$ cat src/rtl/core/dfa_byte_class_matcher_unit_assert.svh
// Assertion macros shared by the matcher RTL.
// Both macros sample on the rising edge of clk and are disabled while rst_n is low.
`ifndef DFA_BYTE_CLASS_MATCHER_UNIT_ASSERT_SVH
`define DFA_BYTE_CLASS_MATCHER_UNIT_ASSERT_SVH

// A property that must hold at every sampled edge.
`define DBCM_ASSERT(label, prop, msg) \
    label: assert property (@(posedge clk) disable iff (!rst_n) prop) \
        else $error(msg);

// A condition at one edge that requires an expression to hold at the next edge.
`define DBCM_ASSERT_NEXT(label, cond, expr, msg) \
    label: assert property (@(posedge clk) disable iff (!rst_n) (cond) |=> (expr)) \
        else $error(msg);

`endif

$ cat src/rtl/core/dbcm_ram.sv
`default_nettype none

module dbcm_ram #(
    parameter int WIDTH = 12,
    parameter int DEPTH = 256
) (
    input  wire logic                     clk,
    input  wire logic                     we,
    input  wire logic [$clog2(DEPTH)-1:0] waddr,
    input  wire logic [WIDTH-1:0]         wdata,
    input  wire logic                     re,
    input  wire logic [$clog2(DEPTH)-1:0] raddr,
    output logic      [WIDTH-1:0]         rdata
);

    logic [WIDTH-1:0] mem [DEPTH];
    logic [WIDTH-1:0] rdata_reg;

    always_ff @(posedge clk)
    begin
        if (we)
        begin
            mem[waddr] <= wdata;
        end
        if (re)
        begin
            rdata_reg <= mem[raddr];
        end
    end

    assign rdata = rdata_reg;

endmodule

`default_nettype wire

$ cat config.mk
export PLATFORM = sky130hd
export DESIGN_NAME = dbcm_ram
export DESIGN_NICKNAME = d
export VERILOG_FILES = /design/src/rtl/core/dfa_byte_class_matcher_unit_assert.svh /design/src/rtl/core/dbcm_ram.sv
export SDC_FILE = /design/constraint.sdc
export NUM_CORES = 2
export LEC_CHECK = 0
export BUFFER_PORTS_ARGS = -buffer_cell sky130_fd_sc_hd__clkbuf_2
export CAP_MARGIN = 20
export CORE_UTILIZATION = 68
export DETAILED_ROUTE_END_ITERATION = 8
export PLACE_DENSITY_LB_ADDON = 0.15
export SYNTH_ARGS = -nofsm -noshare
export SYNTH_HDL_FRONTEND = slang
export SYNTH_SLANG_ARGS = --single-unit
export TNS_END_PERCENT = 50
$ cat constraint.sdc
create_clock -name clk -period 5.31 [get_ports clk]
set_clock_uncertainty 0.2 [all_clocks]
set_input_delay 0.7965 -clock clk [delete_from_list [all_inputs] [get_ports clk]]
set_output_delay 0.7965 -clock clk [all_outputs]
set_load 0.01 [all_outputs]
==> impl_metrics.tcl <==
set metrics [dict create \
    grt.overflow.total 0 \
    die_y_um 420 \
    layout_worst_path_cycle_share 0.883 \
    ys.warnings.count 0 \
    buffer_ports.inserted 42 \
    relSlewSlack 0.141 \
    route.detailed.drc 0 \
    design.portCount 43 \
    worstSetupEndpointType "flip-flop" \
    final_layout_size_suffix_gt1_frac 0.255 \
    largest_register_ff_count 3072 \
    post-route-min-period_ns 4.69 \
    die-width_um 420 \
    synth_enable_flop_cells 3084 \
    fillers 8832 \
    yosys.cell_types.count 60 \
    via_per_inst 7.29 \
    max-vdd-ir-drop_mv 0.439 \
    hold_path_class "input port to flip-flop" \
    finish.net_count 6002 \
    dr.pass1.iters 6 \
    syn_area_per_cell_sq_um 21.6 \
    synth_top_cells_by_area "edfxtp_1, mux4_2, mux2i_1" \
    rsz0062_at_grt "false" \
    fmax_ghz 0.213 \
    tritoncts_clock_tree "built" \
    timing_max_transition_violations_final 0 \
    p_leak_nw 42.1 \
    slowest_stage "a221oi_1" \
    rows 153 \
    yosys.area.top_type_share 0.780 \
    dp_hpwl_um 182000 \
    layout_commonest_cell "edfxtp_1" \
    grt_pass1_wl_um 441000 \
    drtAntennaViolNets 0 \
    mostFrequentLayoutCells "edfxtp_1, mux4_2, buf_4" \
    run_status "completed" \
    cellPowerDensity_nw_per_um2 376 \
    post_cts.resized_instances 0 \
    fin_tns_setup_ns 0 \
    timing.critical_path.arrival_ns 5.19 \
    syn_area_sq_um 119000 \
    initialDrtViolationCount 10368 \
    initial_utilization 0.684 \
    mappedNetlistNets 5537 \
    path_max_fanout 62 \
    insertion_delay_ns 0.96 \
    synth_top_cell_by_area "edfxtp_1" \
    synth-async-reset-ratio 0 \
    timing_worst_slew_pin_value_ns 1.29 \
    clockRootBuffer "clkbuf_16" \
    hold_viol 0 \
    r2r_setup_slack_ns 1.32 \
    syn-instance-count 5506 \
    clockBufferDepth 4 \
    cts.htree.levels 5 \
    max-cap-violations 0 \
    finalWirelength_um 312000 \
    path_cells "buf_8, buf_12, buf_4, mux4_2, a221oi_1, o32ai_1, nor3_1, and3b_1" \
    critPathLaunchType "input port" \
    antenna_found_initial 24 \
    groute.usage.overall 0.361 \
    synth.ff_latch_count 3084 \
    post_cts_hold_buffer_count 0 \
    total_power_mw 50.0 \
    area_growth_pct 12.1 \
    cts_inserted_buffers 309 \
    route.vias.total 62130 \
    post-cts-setup-buffer-count 0 \
    report.final.setup_viol 0 \
    gp_congestion 0.915 \
    clock_sink_count 3084 \
    grt_start_max_net_pins 153 \
    routedWlPerCell_um 36.7 \
    yosysSeqAreaShare 0.780 \
    first_global_vias 60700 \
    timing_worst_setup_path_type "input port to flip-flop" \
    critical_path_required_time_ns 5.82 \
    core-area_sq_um 174000 \
    synth_ff_type "edfxtp_1" \
    worst_path_largest_cell_delay_ns 1.06 \
    clkTransAtPathRegs_ns 0.06 \
    fp.dieArea_sq_um 176000 \
]
==> critical path: cells and delay by family <==
family          cells  cell delay (ns)
buf+inv             3             1.35
simple gates        2             0.98
mux                 1             0.39
compound gates      2             1.49
==> synth_stat cells (all sizes together) (7+ instances only) <==
| cell type | n |
|---|---|
| a211oi | 20 |
| a21oi | 121 |
| a221oi | 20 |
| a22o | 19 |
| a22oi | 215 |
| a31oi | 16 |
| and3b | 7 |
| buf | 185 |
| clkbuf | 153 |
| edfxtp | 3084 |
| mux2 | 35 |
| mux2i | 223 |
| mux4 | 636 |
| nand2 | 45 |
| nand2b | 9 |
| nand3 | 32 |
| nand4 | 13 |
| nor2 | 302 |
| nor2b | 37 |
| nor3 | 33 |
| nor4 | 37 |
| o21ai | 35 |
| o221ai | 55 |
| o22ai | 88 |
| o32ai | 11 |
==> cells by family after synthesis <==
group | after synthesis | share of synthesized area
flops | 3084 | 0.780
buf+inv | 341 | 0.0183
simple gates | 550 | 0.0217
mux | 894 | 0.143
compound gates | 637 | 0.0374
==> report_power, final <==
| group | switching (mW) | internal (mW) |
|---|---|---|
| Combinational | 1.68 | 0.819 |
| Clock | 8.76 | 11.9 |
| Sequential | 0.0464 | 26.9 |
==> final timing paths <==
kind | from | end | cells after the start
worst min-delay path | wdata[2] | mem[65][2] | 1
worst max register to register | mem[82][0] | rdata[0] | 6
worst min register to register | mem[231][7] | rdata[7] | 6
worst max-delay path | raddr[1] | rdata[0] | 8
==> cell type report <==
class                           instances  area (sq um)  area share
Multi-Input combinational cell       2081         24000       0.181
Clock buffer                          386          8190      0.0615
Timing Repair Buffer                  492          4130      0.0311
Tap cell                             2325          2910      0.0219
Antenna cell                           24          60.1    0.000451
Sequential cell                      3084         92600       0.696
Clock inverter                        127          1140     0.00857
Inverter                                3          11.3   0.0000846
==> per-stage QoR <==
step                      utilization  area (sq um)  hold slack, ns  setup slack (ns)  instances
after floorplan                     -        119000           0.644              2.25       5506
after global placement          0.711        123000           0.926           -0.0831       7949
after detailed placement        0.711        123000           0.953           -0.0321       7961
after CTS                       0.765        133000           0.168             0.983       8474
after global routing            0.766        133000           0.162             0.707       8502
final                           0.767        133000           0.144             0.621       8522
==> per-layer routing <==
layer / track usage / vias to the layer above / part of all wire
li1: - / 24210 / -
met1: 0.503 / 31826 / 0.35
met2: 0.544 / 5235 / 0.47
met3: 0.0986 / 849 / 0.14
met4: 0.162 / 10 / 0.051
met5: 0 / - / 0.00024
Note: power is estimated with default switching activity, not from simulation.
