## src/rtl/core/dfa_byte_class_matcher_unit_assert.svh

```systemverilog
// Assertion macros shared by the matcher RTL.
// Both macros sample on the rising edge of clk and are disabled while rst_n is low.
`ifndef DFA_BYTE_CLASS_MATCHER_UNIT_ASSERT_SVH
`define DFA_BYTE_CLASS_MATCHER_UNIT_ASSERT_SVH

// A property that must hold at every sampled edge.
`define DBCM_ASSERT(label, prop, msg) \
    label: assert property (@(posedge clk) disable iff (!rst_n) prop) \
        else $error(msg);

// A condition at one edge that requires an expression to hold at the next edge.
`define DBCM_ASSERT_NEXT(label, cond, expr, msg) \
    label: assert property (@(posedge clk) disable iff (!rst_n) (cond) |=> (expr)) \
        else $error(msg);

`endif

```

## src/rtl/core/dbcm_pkg.sv

```systemverilog
`default_nettype none

package dbcm_pkg;

    localparam int STATE_W       = 12;
    localparam int STATE_SLOTS   = 4096;
    localparam int CLASS_ENTRIES = 256;
    localparam int TRANS_AW      = $clog2(STATE_SLOTS);
    localparam int CLASS_AW      = $clog2(CLASS_ENTRIES);
    localparam int IDX_W         = STATE_W + 1;
    localparam int APB_AW        = 4;

    localparam logic [STATE_W-1:0] START_RESET = 12'd1;

    // Item kinds carried on func.
    localparam logic [1:0] FUNC_BYTE     = 2'd0;
    localparam logic [1:0] FUNC_END      = 2'd1;
    localparam logic [1:0] FUNC_CLASS_WR = 2'd2;
    localparam logic [1:0] FUNC_TRANS_WR = 2'd3;

    // Register indexes on the configuration port.
    localparam logic [1:0] REG_START_STATE = 2'd0;
    localparam logic [1:0] REG_END_CLASS   = 2'd1;
    localparam logic [1:0] REG_ACCEPT_LOW  = 2'd2;
    localparam logic [1:0] REG_ACCEPT_HIGH = 2'd3;

    typedef struct packed {
        logic [STATE_W-1:0] start_state;
        logic [STATE_W-1:0] end_class;
        logic [STATE_W-1:0] accept_low;
        logic [STATE_W-1:0] accept_high;
    } cfg_t;

    // True when a transition index falls inside the table.
    function automatic logic in_slots(input logic [IDX_W-1:0] idx);
        return 32'(idx) < 32'(STATE_SLOTS);
    endfunction

endpackage

`default_nettype wire

```

## src/rtl/core/dbcm_cfg_regs.sv

```systemverilog
`default_nettype none

module dbcm_cfg_regs (
    input  wire logic                        clk,
    input  wire logic                        rst_n,
    input  wire logic                        psel,
    input  wire logic                        penable,
    input  wire logic                        pwrite,
    input  wire logic [dbcm_pkg::APB_AW-1:0] paddr,
    input  wire logic [31:0]                 pwdata,
    output logic      [31:0]                 prdata,
    output dbcm_pkg::cfg_t                   cfg
);

    dbcm_pkg::cfg_t cfg_reg;
    dbcm_pkg::cfg_t cfg_next;
    logic [1:0]     reg_idx;
    logic           wr_en;
    logic [dbcm_pkg::STATE_W-1:0] wval;
    logic [dbcm_pkg::STATE_W-1:0] rval;

    assign reg_idx = paddr[3:2];
    assign wr_en   = psel && penable && pwrite;
    assign wval    = pwdata[dbcm_pkg::STATE_W-1:0];

    always_comb
    begin
        cfg_next = cfg_reg;
        if (wr_en)
        begin
            unique case (reg_idx)
                dbcm_pkg::REG_START_STATE: cfg_next.start_state = wval;
                dbcm_pkg::REG_END_CLASS:   cfg_next.end_class   = wval;
                dbcm_pkg::REG_ACCEPT_LOW:  cfg_next.accept_low  = wval;
                dbcm_pkg::REG_ACCEPT_HIGH: cfg_next.accept_high = wval;
            endcase
        end
    end

    always_comb
    begin
        unique case (reg_idx)
            dbcm_pkg::REG_START_STATE: rval = cfg_reg.start_state;
            dbcm_pkg::REG_END_CLASS:   rval = cfg_reg.end_class;
            dbcm_pkg::REG_ACCEPT_LOW:  rval = cfg_reg.accept_low;
            dbcm_pkg::REG_ACCEPT_HIGH: rval = cfg_reg.accept_high;
        endcase
    end

    always_ff @(posedge clk or negedge rst_n)
    begin
        if (!rst_n)
        begin
            cfg_reg.start_state <= dbcm_pkg::START_RESET;
            cfg_reg.end_class   <= '0;
            cfg_reg.accept_low  <= '0;
            cfg_reg.accept_high <= '0;
        end
        else
        begin
            cfg_reg <= cfg_next;
        end
    end

    assign prdata = 32'(rval);
    assign cfg    = cfg_reg;

endmodule

`default_nettype wire

```

## config.mk

```make
export PLATFORM = sky130hd
export DESIGN_NAME = dbcm_cfg_regs
export DESIGN_NICKNAME = d
export VERILOG_FILES = /design/src/rtl/core/dfa_byte_class_matcher_unit_assert.svh /design/src/rtl/core/dbcm_pkg.sv /design/src/rtl/core/dbcm_cfg_regs.sv
export SDC_FILE = /design/constraint.sdc
export NUM_CORES = 1
export LEC_CHECK = 0
export BUFFER_PORTS_ARGS = -buffer_cell sky130_fd_sc_hd__buf_2
export CAP_MARGIN = 0
export CORE_MARGIN = 2
export CORE_UTILIZATION = 48
export DETAILED_ROUTE_END_ITERATION = 7
export MAX_ROUTING_LAYER = met4
export PLACE_DENSITY = 0.83
export SLEW_MARGIN = 40
export SYNTH_ARGS = -nofsm -noshare
export SYNTH_HDL_FRONTEND = slang
export SYNTH_SLANG_ARGS = --single-unit
export TNS_END_PERCENT = 50
```

## constraint.sdc

```tcl
create_clock -name clk -period 2.3 [get_ports clk]
set_input_delay 0.46 -clock clk [delete_from_list [all_inputs] [get_ports clk]]
set_output_delay 0.46 -clock clk [all_outputs]
set_load 0.01 [all_outputs]
```

==> results of run 1 <==
[stage by stage]
step / std cells / hold slack, ns / instance area (sq um)
2_1_floorplan: 160 / 0.164 / 2380
3_3_place_gp: 268 / 0.462 / 2650
3_5_place_dp: 268 / 0.469 / 2650
4_1_cts: 276 / 0.139 / 2770
5_1_grt: 276 / 0.151 / 2770
6_report: 276 / 0.135 / 2770
[worst max-delay path, cell delays in order]
cell    delay, ns
buf_2        0.47
mux4_2       0.59
buf_2        0.15
[layer usage]
layer  up-vias  part of all wire [%]
met1       744                    40
met4         0                  0.97
met2        54                    54
li1        636                     -
met5         -                     0
met3         6                   5.5
[kinds of logic after synthesis]
group / synth area share (%)
DFF: 52.2
buffers and inverters: 9.34
and+or+nand+nor: 3.15
other: 0.163
muxes: 35.2
[layout make-up]
class / count / share of cell area, %
Tap cell: 54 / 2.44
Timing Repair Buffer: 81 / 15.4
Clock buffer: 5 / 2.49
Clock inverter: 3 / 1.54
Sequential cell: 48 / 43.5
Multi-Input combinational cell: 85 / 34.7
[cell usage in the layout, fill, tap and decap left out]
cell and count:
buf_4 2, nand3_2 1, clkinvlp_4 1, nor3b_4 1
and3b_4 1, clkinv_2 1, buf_2 78, and3_4 1
dfstp_2 1, mux2_2 47, dfrtp_1 47, mux2_1 1
buf_12 1, clkbuf_8 5, nand3b_4 1, conb_1 20
bufinv_16 1, mux4_2 12
[power breakdown]
part	leakage, nW	total [mW]	internal [mW]	switching [mW]
clock network	0.0541	0.600	0.322	0.279
logic	0.738	0.761	0.415	0.346
registers	0.587	1.18	1.04	0.137
[path summary, 6_finish.rpt]
| check | start | endpoint | slack, ns | depth (start not counted) |
|---|---|---|---|---|
| worst max-delay path | paddr[2] | prdata[9] | 0.16 | 3 |
| worst max register to register | cfg[23]$_DFFE_PN0P_ | cfg[23]$_DFFE_PN0P_ | 1.50 | 1 |
| max in group asynchronous | rst_n | cfg[36]$_DFFE_PN1P_ | 1.90 | 2 |
| worst min register to register | cfg[47]$_DFFE_PN0P_ | cfg[47]$_DFFE_PN0P_ | 0.52 | 1 |
| min in group clk | pwdata[11] | cfg[47]$_DFFE_PN0P_ | 0.42 | 2 |
| worst min-delay path | rst_n | cfg[38]$_DFFE_PN0P_ | 0.14 | 2 |
==> metrics.md, run 1 <==
| Metric | Value |
|---|---|
| Post-Syn Area per Cell | `roughly 16 sq um` |
| Setup TNS | `0 ns` |
| Max-cap viol count | `0` |
| Total routed wirelength | `4.54 mm` |
| Largest net degree at the start of global routing | `49` |
| DR iter-0 viols | `70` |
| Clock latency on the worst-skew pair | `0.30 ns` |
| Register area share after synthesis | `52.2%` |
| Met1 usage | `22.6%` |
| Critical path required time | `1.84 ns` |
| Initial antenna violation count | `0` |
| CTS Buffer Depth | `2` |
| CTS clk-pin slew, worst paths | `0.08 ns` |
| GRT met2 Usage | `30.7%` |
| Starting density of the core | `between 40 and 50%` |
| Pre-CTS setup slack | `0.127 ns` |
| Critical path type | `input pin to output pin` |
| Max Clk Rate | `~0.47 GHz` |
| Final hold viol count | `0` |
| Final net count | `262` |
| Setup WS post-layout | `0.163 ns` |
| DRC | `0` |
| DP HPWL | `~3.1 mm` |
| Die ar. | `5370 sq um` |
| Core region area | `4660 sq um` |
| Reg area | `between 1000 and 1500 sq um` |
| Startpoint types | `input pin` |
| CP arrival | `1.68 ns` |
| Root buf cell | `clkbuf_8` |
| Synth Instances | `approximately 140` |
| Tot Pwr | `2.54 mW` |
| Clock skew | `0 ns` |
| Area Growth Syn to Fin | `20.0%` |
| Drt wl/cell | `16.5 um` |
| Layout cells sized above 1 | `69.4%` |
| Area of the mapped netlist | `2300 sq um` |
| Synth area leaders | `dfrtp_1 51%, mux2_2 23%, mux4_2 12%, buf_4 7.2%, buf_6 2.0%` |
| Synth cell count leaders | `47 x dfrtp_1, 47 x mux2_2, 22 x buf_4, 12 x mux4_2, 4 x buf_6` |
| CTS H-tree depth | `2` |
| Netlist cell types | `14` |
| Worst Hold Class | `input pin to asynchronous set/reset pin` |
| Clock sinks | `48` |
| Pleak | `1.38 nW` |
| Synth async-reset ratio | `100%` |
| Max FFs per register | `48` |
| First-pass GRT wire length | `just over 7 mm` |
| Io pins | `121` |
| Post-CTS Hold Buffers | `0` |
| YS warnings | `0` |
| Final Wtd Congestion | `approximately 0.72` |
| Busiest grt layer | `met2` |
| Vias per inst | `5.22` |
| CP max FO | `16` |
| Post-synth EDFFs | `0` |
| Worst Tran Pin Value | `roughly 0.60 ns` |
| CTS Buf Count | `5` |
| Filler cell count | `382` |
| RSZ-0062 raised after global routing | `no` |
| Die H | `roughly 73 um` |
| Diode count | `0` |
| Slew Viols, Final | `0` |
| Status | `finished, final reports clean` |
| Power per cell area | `919 nW/um^2` |
| Synth area leader | `dfrtp_1` |
| Fin crit share | `92.9%` |
| # setup viols final | `0` |
| Total number of vias | `1440` |
| Cell Rows | `25` |
| Endpoint class of the critical path | `output pin` |
| GRT overflow | `0` |
| Port bufs | `78` |
| All-Layer GR Usage | `a little under a fifth` |
| Top cell type's share of synthesized area | `51.0%` |
| Util after Layout | `59.3%` |
| Post-CTS Setup Bufs | `0` |
| Drt first pass iters | `4` |
| Area taken by multi-input logic gates | `958 sq um` |
| Synth Register Bits | `48` |
| Worst VDD drop | `approximately 0.00048 V` |
| Vias in the first global route | `1435` |
| Post-synth top flop | `dfrtp_1` |
| Slew headroom | `between 60 and 70%` |
| TritonCTS clock tree | `done` |
| ANT nets after route | `0` |
| Fin crit period | `roughly 2.1 ns` |
| Die X | `approximately 73 um` |
| Post-CTS resize count | `0` |
| GR Layer Usage met3 | `4.12%` |
Power figures use the tool's default switching activity.
==> run 2: changes to the inputs <==
--- a/config.mk
+++ b/config.mk
@@ -8,10 +8,10 @@
 export BUFFER_PORTS_ARGS = -buffer_cell sky130_fd_sc_hd__buf_2
 export CAP_MARGIN = 0
 export CORE_MARGIN = 2
-export CORE_UTILIZATION = 48
+export CORE_UTILIZATION = 45
 export DETAILED_ROUTE_END_ITERATION = 7
 export MAX_ROUTING_LAYER = met4
-export PLACE_DENSITY = 0.83
+export PLACE_DENSITY = 0.79
 export SLEW_MARGIN = 40
 export SYNTH_ARGS = -nofsm -noshare
 export SYNTH_HDL_FRONTEND = slang
==> constraint.sdc (replaced) <==
create_clock -name clk -period 2.1 [get_ports clk]
set_input_delay 0.42 -clock clk [delete_from_list [all_inputs] [get_ports clk]]
set_output_delay 0.42 -clock clk [all_outputs]
set_load 0.01 [all_outputs]
==> run 2 against run 1 <==
Effect of this change:
- cell count rose by 7.2%
- critical path depth rose by 1
- core utilization fell by 3.1 points
- worst setup slack improved by 0.15 ns
- clock power fell by 8.0%
- final area rose by 1.9%
- via count fell by 0.35%
- largest cell class unchanged
- highest routed layer unchanged
==> metrics.md, run 2 (synthesis gave the netlist of run 1 again) <==
| Metric | Value |
|---|---|
| Status | `finished, final reports clean` |
| Commonest non-fill, non-tap cell in the layout | `buf_2` |
| CTS Buf Count | `5 (unchanged)` |
| Post-CTS Hold Buffers | `0 (unchanged)` |
| Fin crit period | `1.79 ns` |
| Power per cell area | `956 nW/um^2 (+3.9%)` |
| Final net count | `266 (+1.5%)` |
| Reg2reg end | `cfg[47]$_DFFE_PN0P_` |
| Worst Tran Pin Value | `0.578 ns (-0.0180 ns)` |
| Total routed wirelength | `4.62 mm (+1.6%)` |
| CTS clk-pin slew, worst paths | `0.09 ns (about the same)` |
| Critical path required time | `1.68 ns (-0.16 ns)` |
| Critical path type | `input pin to output pin` |
| CTS Buffer Depth | `2 (unchanged)` |
| Cells on worst reg2reg path | `1 (unchanged)` |
| Top Layer Used | `met4` |
| CP max FO | `7 (-9)` |
| Drt first pass iters | `4 (unchanged)` |
| Clock sinks | `48 (unchanged)` |
| Port bufs | `78 (unchanged)` |
| DRC | `0 (unchanged)` |
| CTS H-tree depth | `2 (unchanged)` |
| Drt wl/cell | `15.6 um (-5.2%)` |
| GRT overflow | `0 (unchanged)` |
| Post-CTS Setup Bufs | `0 (unchanged)` |
| Endpoint class of the critical path | `output pin` |
| Root buf cell | `clkbuf_8` |
| Filler cell count | `447 (+17%)` |
| Final Hold Slack | `0.104 ns (-0.0318 ns)` |
| Max-cap viol count | `0 (unchanged)` |
| Max FFs per register | `48 (unchanged)` |
| Startpoint types | `input pin` |
| DP Cell Count | `288 (+7.5%)` |
| CP arrival | `1.37 ns (-0.31 ns)` |
| Final hold viol count | `0 (unchanged)` |
| TritonCTS clock tree | `done` |
| Largest net degree at the start of global routing | `26 (-47%)` |
| Vias per inst | `4.85 (-7.1%)` |
| Vias in the first global route | `1377 (-4.0%)` |
| Slew headroom | `61.5% (+1.2 points)` |
| Slew Viols, Final | `0 (unchanged)` |
| Final Non-Filler Cells | `296 (+7.2%)` |
| Die X | `75.6 um (+3.1%)` |
| First-pass GRT wire length | `7.13 mm (+0.38%)` |
| Worst Hold Class | `input pin to asynchronous set/reset pin` |
| DP Area | `2730 sq um (+2.8%)` |
| DP HPWL | `3.30 mm (+5.9%)` |
| Die ar. | `5710 sq um (+6.3%)` |
| Final Wtd Congestion | `0.674 (-6.9%)` |
| Initial antenna violation count | `0 (unchanged)` |
| Diode count | `0 (unchanged)` |
| # setup viols final | `0 (unchanged)` |
| Most frequent cells in the layout | `78 x buf_2, 47 x mux2_2, 47 x dfrtp_1, 20 x conb_1, 12 x mux4_2` |
| Clock skew | `0 ns (unchanged)` |
| Total number of vias | `1435 (-0.35%)` |
| Reg2reg setup slack | `1.29 ns (-0.21 ns)` |
| Io pins | `121 (unchanged)` |
| Critical Path Source | `paddr[2]` |
| Setup TNS | `0 ns (unchanged)` |
| Post-CTS resize count | `0 (unchanged)` |
| Cell Rows | `26 (+4.0%)` |
| Tot Pwr | `2.69 mW (+6.0%)` |
| Layout cells sized above 1 | `69.9% (+0.54 points)` |
| RSZ-0062 raised after global routing | `no` |
| Pleak | `1.40 nW (+1.3%)` |
| Max Clk Rate | `0.558 GHz` |
| Worst VDD drop | `0.000591 V (+23%)` |
| CP endpoint | `prdata[3]` |
| RR Startpoint | `cfg[47]$_DFFE_PN0P_` |
| WL met1 | `2.06 mm (+14%)` |
| Clock latency on the worst-skew pair | `0.29 ns (about the same)` |
| Met3 routed WL | `223 um (-10%)` |
| Die H | `75.6 um (+3.1%)` |
| ANT nets after route | `0 (unchanged)` |
| DR iter-0 viols | `50 (-29%)` |
| Area Growth Syn to Fin | `22.3%` |
| Starting density of the core | `46.0% (-3.4 points)` |
| Fin crit share | `85.3%` |
| Design area | `2820 sq um (+1.9%)` |
| Core region area | `5010 sq um (+7.5%)` |
| Routed length on met2 | `2.27 mm (-6.8%)` |
| All-Layer GR Usage | `18.0% (-0.50 points)` |
[run 2: cell types whose count changed in the layout (fill, tap and decap cells not counted)]
| cell | change |
|---|---|
| buf_12 | +2 |
| bufinv_16 | -1 |
| inv_6 | +1 |
| buf_4 | +2 |
[run 2: final cells by class]
type	count	area (sq um)	share of cell area (%)
clock buffer	5	68.8	2.44
clock inverter	3	21.3	0.755
multi-input combinational	85	958	34.0
sequential	48	1200	42.7
tap	70	87.6	3.11
timing repair buffer	85	480	17.0
[run 2: per-stage QoR]
stage | util, % | worst slack, ns
2_1_floorplan | - | 0.375
3_5_place_dp | 54.5 | 0.309
5_1_grt | 56.3 | 0.273
6_report | 56.3 | 0.308
3_3_place_gp | 54.5 | 0.304
4_1_cts | 56.3 | 0.308
[run 2: how the worst min path moves through the flow]
| stage | to | depth (start not counted) |
|---|---|---|
| after floorplan | cfg[0]$_DFFE_PN0P_ | 0 |
| after global routing | cfg[14]$_DFFE_PN0P_ | 1 |
| after CTS | cfg[14]$_DFFE_PN0P_ | 1 |
| final | cfg[14]$_DFFE_PN0P_ | 1 |
| after global placement | cfg[14]$_DFFE_PN0P_ | 1 |
| after detailed placement | cfg[14]$_DFFE_PN0P_ | 1 |
[run 2: worst max-delay path, cell delays in order]
cell and delay (ns):
buf_2 0.14, buf_12 0.15, mux4_2 0.51, buf_2 0.16
[run 2: metal layers]
layer	up-vias	track usage, %
li1	639	-
met1	735	23.5
met2	56	28.6
met3	5	3.17
met4	0	6.43
met5	-	-
[run 2: report_power, final]
part | total [mW] | internal (mW) | switching, mW | leakage [nW]
Clock | 0.552 | 0.237 | 0.316 | 0.0445
Sequential | 1.30 | 1.14 | 0.157 | 0.587
Combinational | 0.842 | 0.462 | 0.380 | 0.766
Total | 2.69 | 1.84 | 0.852 | 1.40
==> run 3: changes to the inputs <==
--- a/config.mk
+++ b/config.mk
@@ -5,13 +5,15 @@
 export SDC_FILE = /design/constraint.sdc
 export NUM_CORES = 1
 export LEC_CHECK = 0
+export ABC_AREA = 1
 export BUFFER_PORTS_ARGS = -buffer_cell sky130_fd_sc_hd__buf_2
 export CAP_MARGIN = 0
 export CORE_MARGIN = 2
-export CORE_UTILIZATION = 45
+export CORE_UTILIZATION = 48
+export CTS_BUF_LIST = sky130_fd_sc_hd__clkbuf_8
 export DETAILED_ROUTE_END_ITERATION = 7
 export MAX_ROUTING_LAYER = met4
-export PLACE_DENSITY = 0.79
+export PLACE_DENSITY = 0.81
 export SLEW_MARGIN = 40
 export SYNTH_ARGS = -nofsm -noshare
 export SYNTH_HDL_FRONTEND = slang
==> constraint.sdc (replaced) <==
create_clock -name clk -period 2 [get_ports clk]
set_input_delay 0.4 -clock clk [delete_from_list [all_inputs] [get_ports clk]]
set_output_delay 0.4 -clock clk [all_outputs]
set_load 0.01 [all_outputs]
==> run 3 against run 2 <==
Effect of this change:
- clock power increased by 28%
- worst setup slack gained 0.040 ns
- sequential share of layout area shrank 2.0 points
==> metrics.md, run 3 <==
| Metric | Value |
|---|---|
| Status | `finished, final reports clean` |
| Netlist cell types | `18 (+4)` |
| Root buf cell | `clkbuf_8` |
| Clock skew | `0 ns (unchanged)` |
| Largest net degree at the start of global routing | `27 (+3.8%)` |
| Clock latency on the worst-skew pair | `0.31 ns (+0.02 ns)` |
| Max-cap viol count | `0 (unchanged)` |
| Critical path type | `input pin to output pin` |
| Post-synth EDFFs | `0 (unchanged)` |
| DRC | `0 (unchanged)` |
| Reg area | `1200 sq um (unchanged)` |
| DP Area | `2850 sq um (+4.4%)` |
| Drt first pass iters | `4 (unchanged)` |
| Endpoint class of the critical path | `output pin` |
| Filler cell count | `475 (+6.3%)` |
| Synth Instances | `312 (+120%)` |
| Most frequent cell after synthesis | `nand2_1` |
| Design area | `2960 sq um (+4.9%)` |
| Drt wl/cell | `14.2 um (-8.7%)` |
| Die ar. | `5910 sq um (+3.4%)` |
| Crit-path cells | `buf_2 > buf_4 > nand3_1 > nand4_1 > buf_2` |
| YS warnings | `0 (unchanged)` |
| GRT overflow | `0 (unchanged)` |
| Top cell type's share of synthesized area | `46.2% (-4.9 points)` |
| Post-CTS Setup Bufs | `0 (unchanged)` |
| Most frequent cells in the layout | `151 x nand2_1, 78 x buf_2, 47 x dfrtp_1, 36 x nand3_1, 20 x conb_1` |
| Slowest cell on crit path | `buf_4` |
| Util after Layout | `57.9% (+1.6 points)` |
| Simple-gate share of the synthesized area | `40.2% (+37 points)` |
| Vias in the first global route | `2260 (+64%)` |
| Max FFs per register | `48 (unchanged)` |
| # setup viols final | `0 (unchanged)` |
| Critical Path Source | `paddr[3]` |
| Final Wtd Congestion | `0.817 (+21%)` |
| Slew Viols, Final | `0 (unchanged)` |
| CTS Buffer Depth | `2 (unchanged)` |
| CP arrival | `1.25 ns (-0.12 ns)` |
| Synth async-reset ratio | `100% (unchanged)` |
| Pre-CTS setup slack | `0.310 ns (+0.00136 ns)` |
| DP Cell Count | `446 (+55%)` |
| Power per cell area | `952 nW/um^2 (-0.41%)` |
| Post-synth top flop | `dfrtp_1` |
| Synth Area in XOR/XNOR | `0% (unchanged)` |
| Synth Area in Compound Gates | `0% (unchanged)` |
| Post-synthesis mux area share | `0% (-35 points)` |
| TritonCTS clock tree | `done` |
| Total routed wirelength | `6.46 mm (+40%)` |
| RSZ-0062 raised after global routing | `no` |
| Startpoint types | `input pin` |
| Final net count | `424 (+59%)` |
| Post-CTS Hold Buffers | `0 (unchanged)` |
| Register area share after synthesis | `47.2% (-5.0 points)` |
| Post-CTS resize count | `0 (unchanged)` |
| Worst Tran Pin Value | `0.587 ns (+0.00899 ns)` |
| Io pins | `121 (unchanged)` |
| Worst VDD drop | `0.000474 V (-20%)` |
| CP max stage delay | `0.32 ns (-0.19 ns)` |
| Critical path required time | `1.60 ns (-0.08 ns)` |
| Pleak | `1.72 nW (+23%)` |
| Diode count | `0 (unchanged)` |
| Port bufs | `78 (unchanged)` |
| CP max FO | `26 (+19)` |
| CTS clk-pin slew, worst paths | `0.09 ns (about the same)` |
| Commonest non-fill, non-tap cell in the layout | `nand2_1` |
| RR Startpoint | `cfg[36]$_DFFE_PN1P_` |
| Layout cells sized above 1 | `30.2% (-40 points)` |
| Synth Register Bits | `48 (unchanged)` |
| CTS Buf Count | `5 (unchanged)` |
| Area of the mapped netlist | `2550 sq um (+11%)` |
| Total number of vias | `2305 (+61%)` |
| Final hold viol count | `0 (unchanged)` |
| Worst Hold Class | `input pin to asynchronous set/reset pin` |
| All-Layer GR Usage | `23.6% (+5.6 points)` |
| Post-Syn Area per Cell | `8.16 sq um (-50%)` |
| Setup TNS | `0 ns (unchanged)` |
| Slew headroom | `60.9% (-0.60 points)` |
| Cell Rows | `26 (unchanged)` |
| Fin crit period | `1.65 ns` |
| Synth cell count leaders | `151 x nand2_1, 47 x dfrtp_1, 36 x nand3_1, 22 x buf_4, 12 x nand4_1` |
| First-pass GRT wire length | `10.8 mm (+51%)` |
| Synth area leader | `dfrtp_1` |
| Area Growth Syn to Fin | `16.1%` |
| Fin crit share | `just over 80%` |
| Starting density of the core | `49.9% (+3.9 points)` |
| Final Non-Filler Cells | `454 (+53%)` |
| Max Clk Rate | `slightly above 0.6 GHz` |
| Die H | `76.9 um (+1.7%)` |
| Adder-Cell Fraction of Synth Area | `0% (unchanged)` |
| Vias per inst | `5.08 (+4.7%)` |
| Initial antenna violation count | `0 (unchanged)` |
| Die X | `76.9 um (+1.7%)` |
| Synth area leaders | `dfrtp_1 46%, nand2_1 22%, nand3_1 7.1%, buf_4 6.5%, buf_6 3.5%` |
| DP HPWL | `4.48 mm (+36%)` |
| Largest family of logic cells by synthesized area | `simple AND/OR/NAND/NOR gates` |
| DR iter-0 viols | `131 (+160%)` |
| ANT nets after route | `0 (unchanged)` |
| Most used cell, CP | `buf_2` |
| Area taken by multi-input logic gates | `1100 sq um (+15%)` |
| Setup WS post-layout | `0.349 ns (+0.0403 ns)` |
| CTS H-tree depth | `2 (unchanged)` |
| Clock sinks | `48 (unchanged)` |
| Core region area | `5110 sq um (+1.9%)` |
-- run 3: report_power, final --
part           switching [mW]  internal (mW)
Combinational           0.458          0.307
Sequential              0.172           1.17
Clock                   0.339          0.366
-- run 3: layout make-up --
| class | count | share of cell area [%] |
|---|---|---|
| clock buffer | 5 | 2.33 |
| clock inverter | 3 | 1.31 |
| inverter | 6 | 0.931 |
| multi-input combinational | 240 | 37.2 |
| sequential | 48 | 40.7 |
| tap | 70 | 2.96 |
| timing repair buffer | 82 | 14.6 |
-- run 3: through the flow --
stage / hold slack (ns) / total power, mW
after floorplan: 0.104 / 1.78
after global placement: 0.423 / 2.10
after detailed placement: 0.430 / 2.13
after CTS: 0.0942 / 2.82
after global routing: 0.122 / 2.96
final: 0.0839 / 2.81
-- run 3: cell families after synthesis --
group | count (synthesis)
buffers and inverters | 43
other | 1
flip-flops | 48
AND/OR/NAND/NOR | 220
-- run 3: per-layer routing --
metal	up-vias	share of wire (%)	routed length, um	GRT usage [%]
li1	1087	-	-	-
met1	1102	41	2650	28.3
met2	109	50	3210	40.8
met3	7	8.2	528	3.65
met4	0	1.2	76	7.82
met5	-	0	0	-
-- run 3: final timing paths --
check	endpoint	slack, ns	cells past startpoint
worst max-delay path	prdata[8]	0.35	5
worst min-delay path	cfg[34]$_DFFE_PN0P_	0.08	1
worst max register to register	cfg[36]$_DFFE_PN1P_	1.28	2
worst min register to register	cfg[36]$_DFFE_PN1P_	0.48	2
max in group asynchronous	cfg[36]$_DFFE_PN1P_	1.32	2
min in group clk	cfg[36]$_DFFE_PN1P_	0.32	3
-- run 3: worst max-delay path: cells and delay by family --
kind | cells | cell delay (ns)
buffers and inverters | 3 | 0.60
and+or+nand+nor | 2 | 0.25
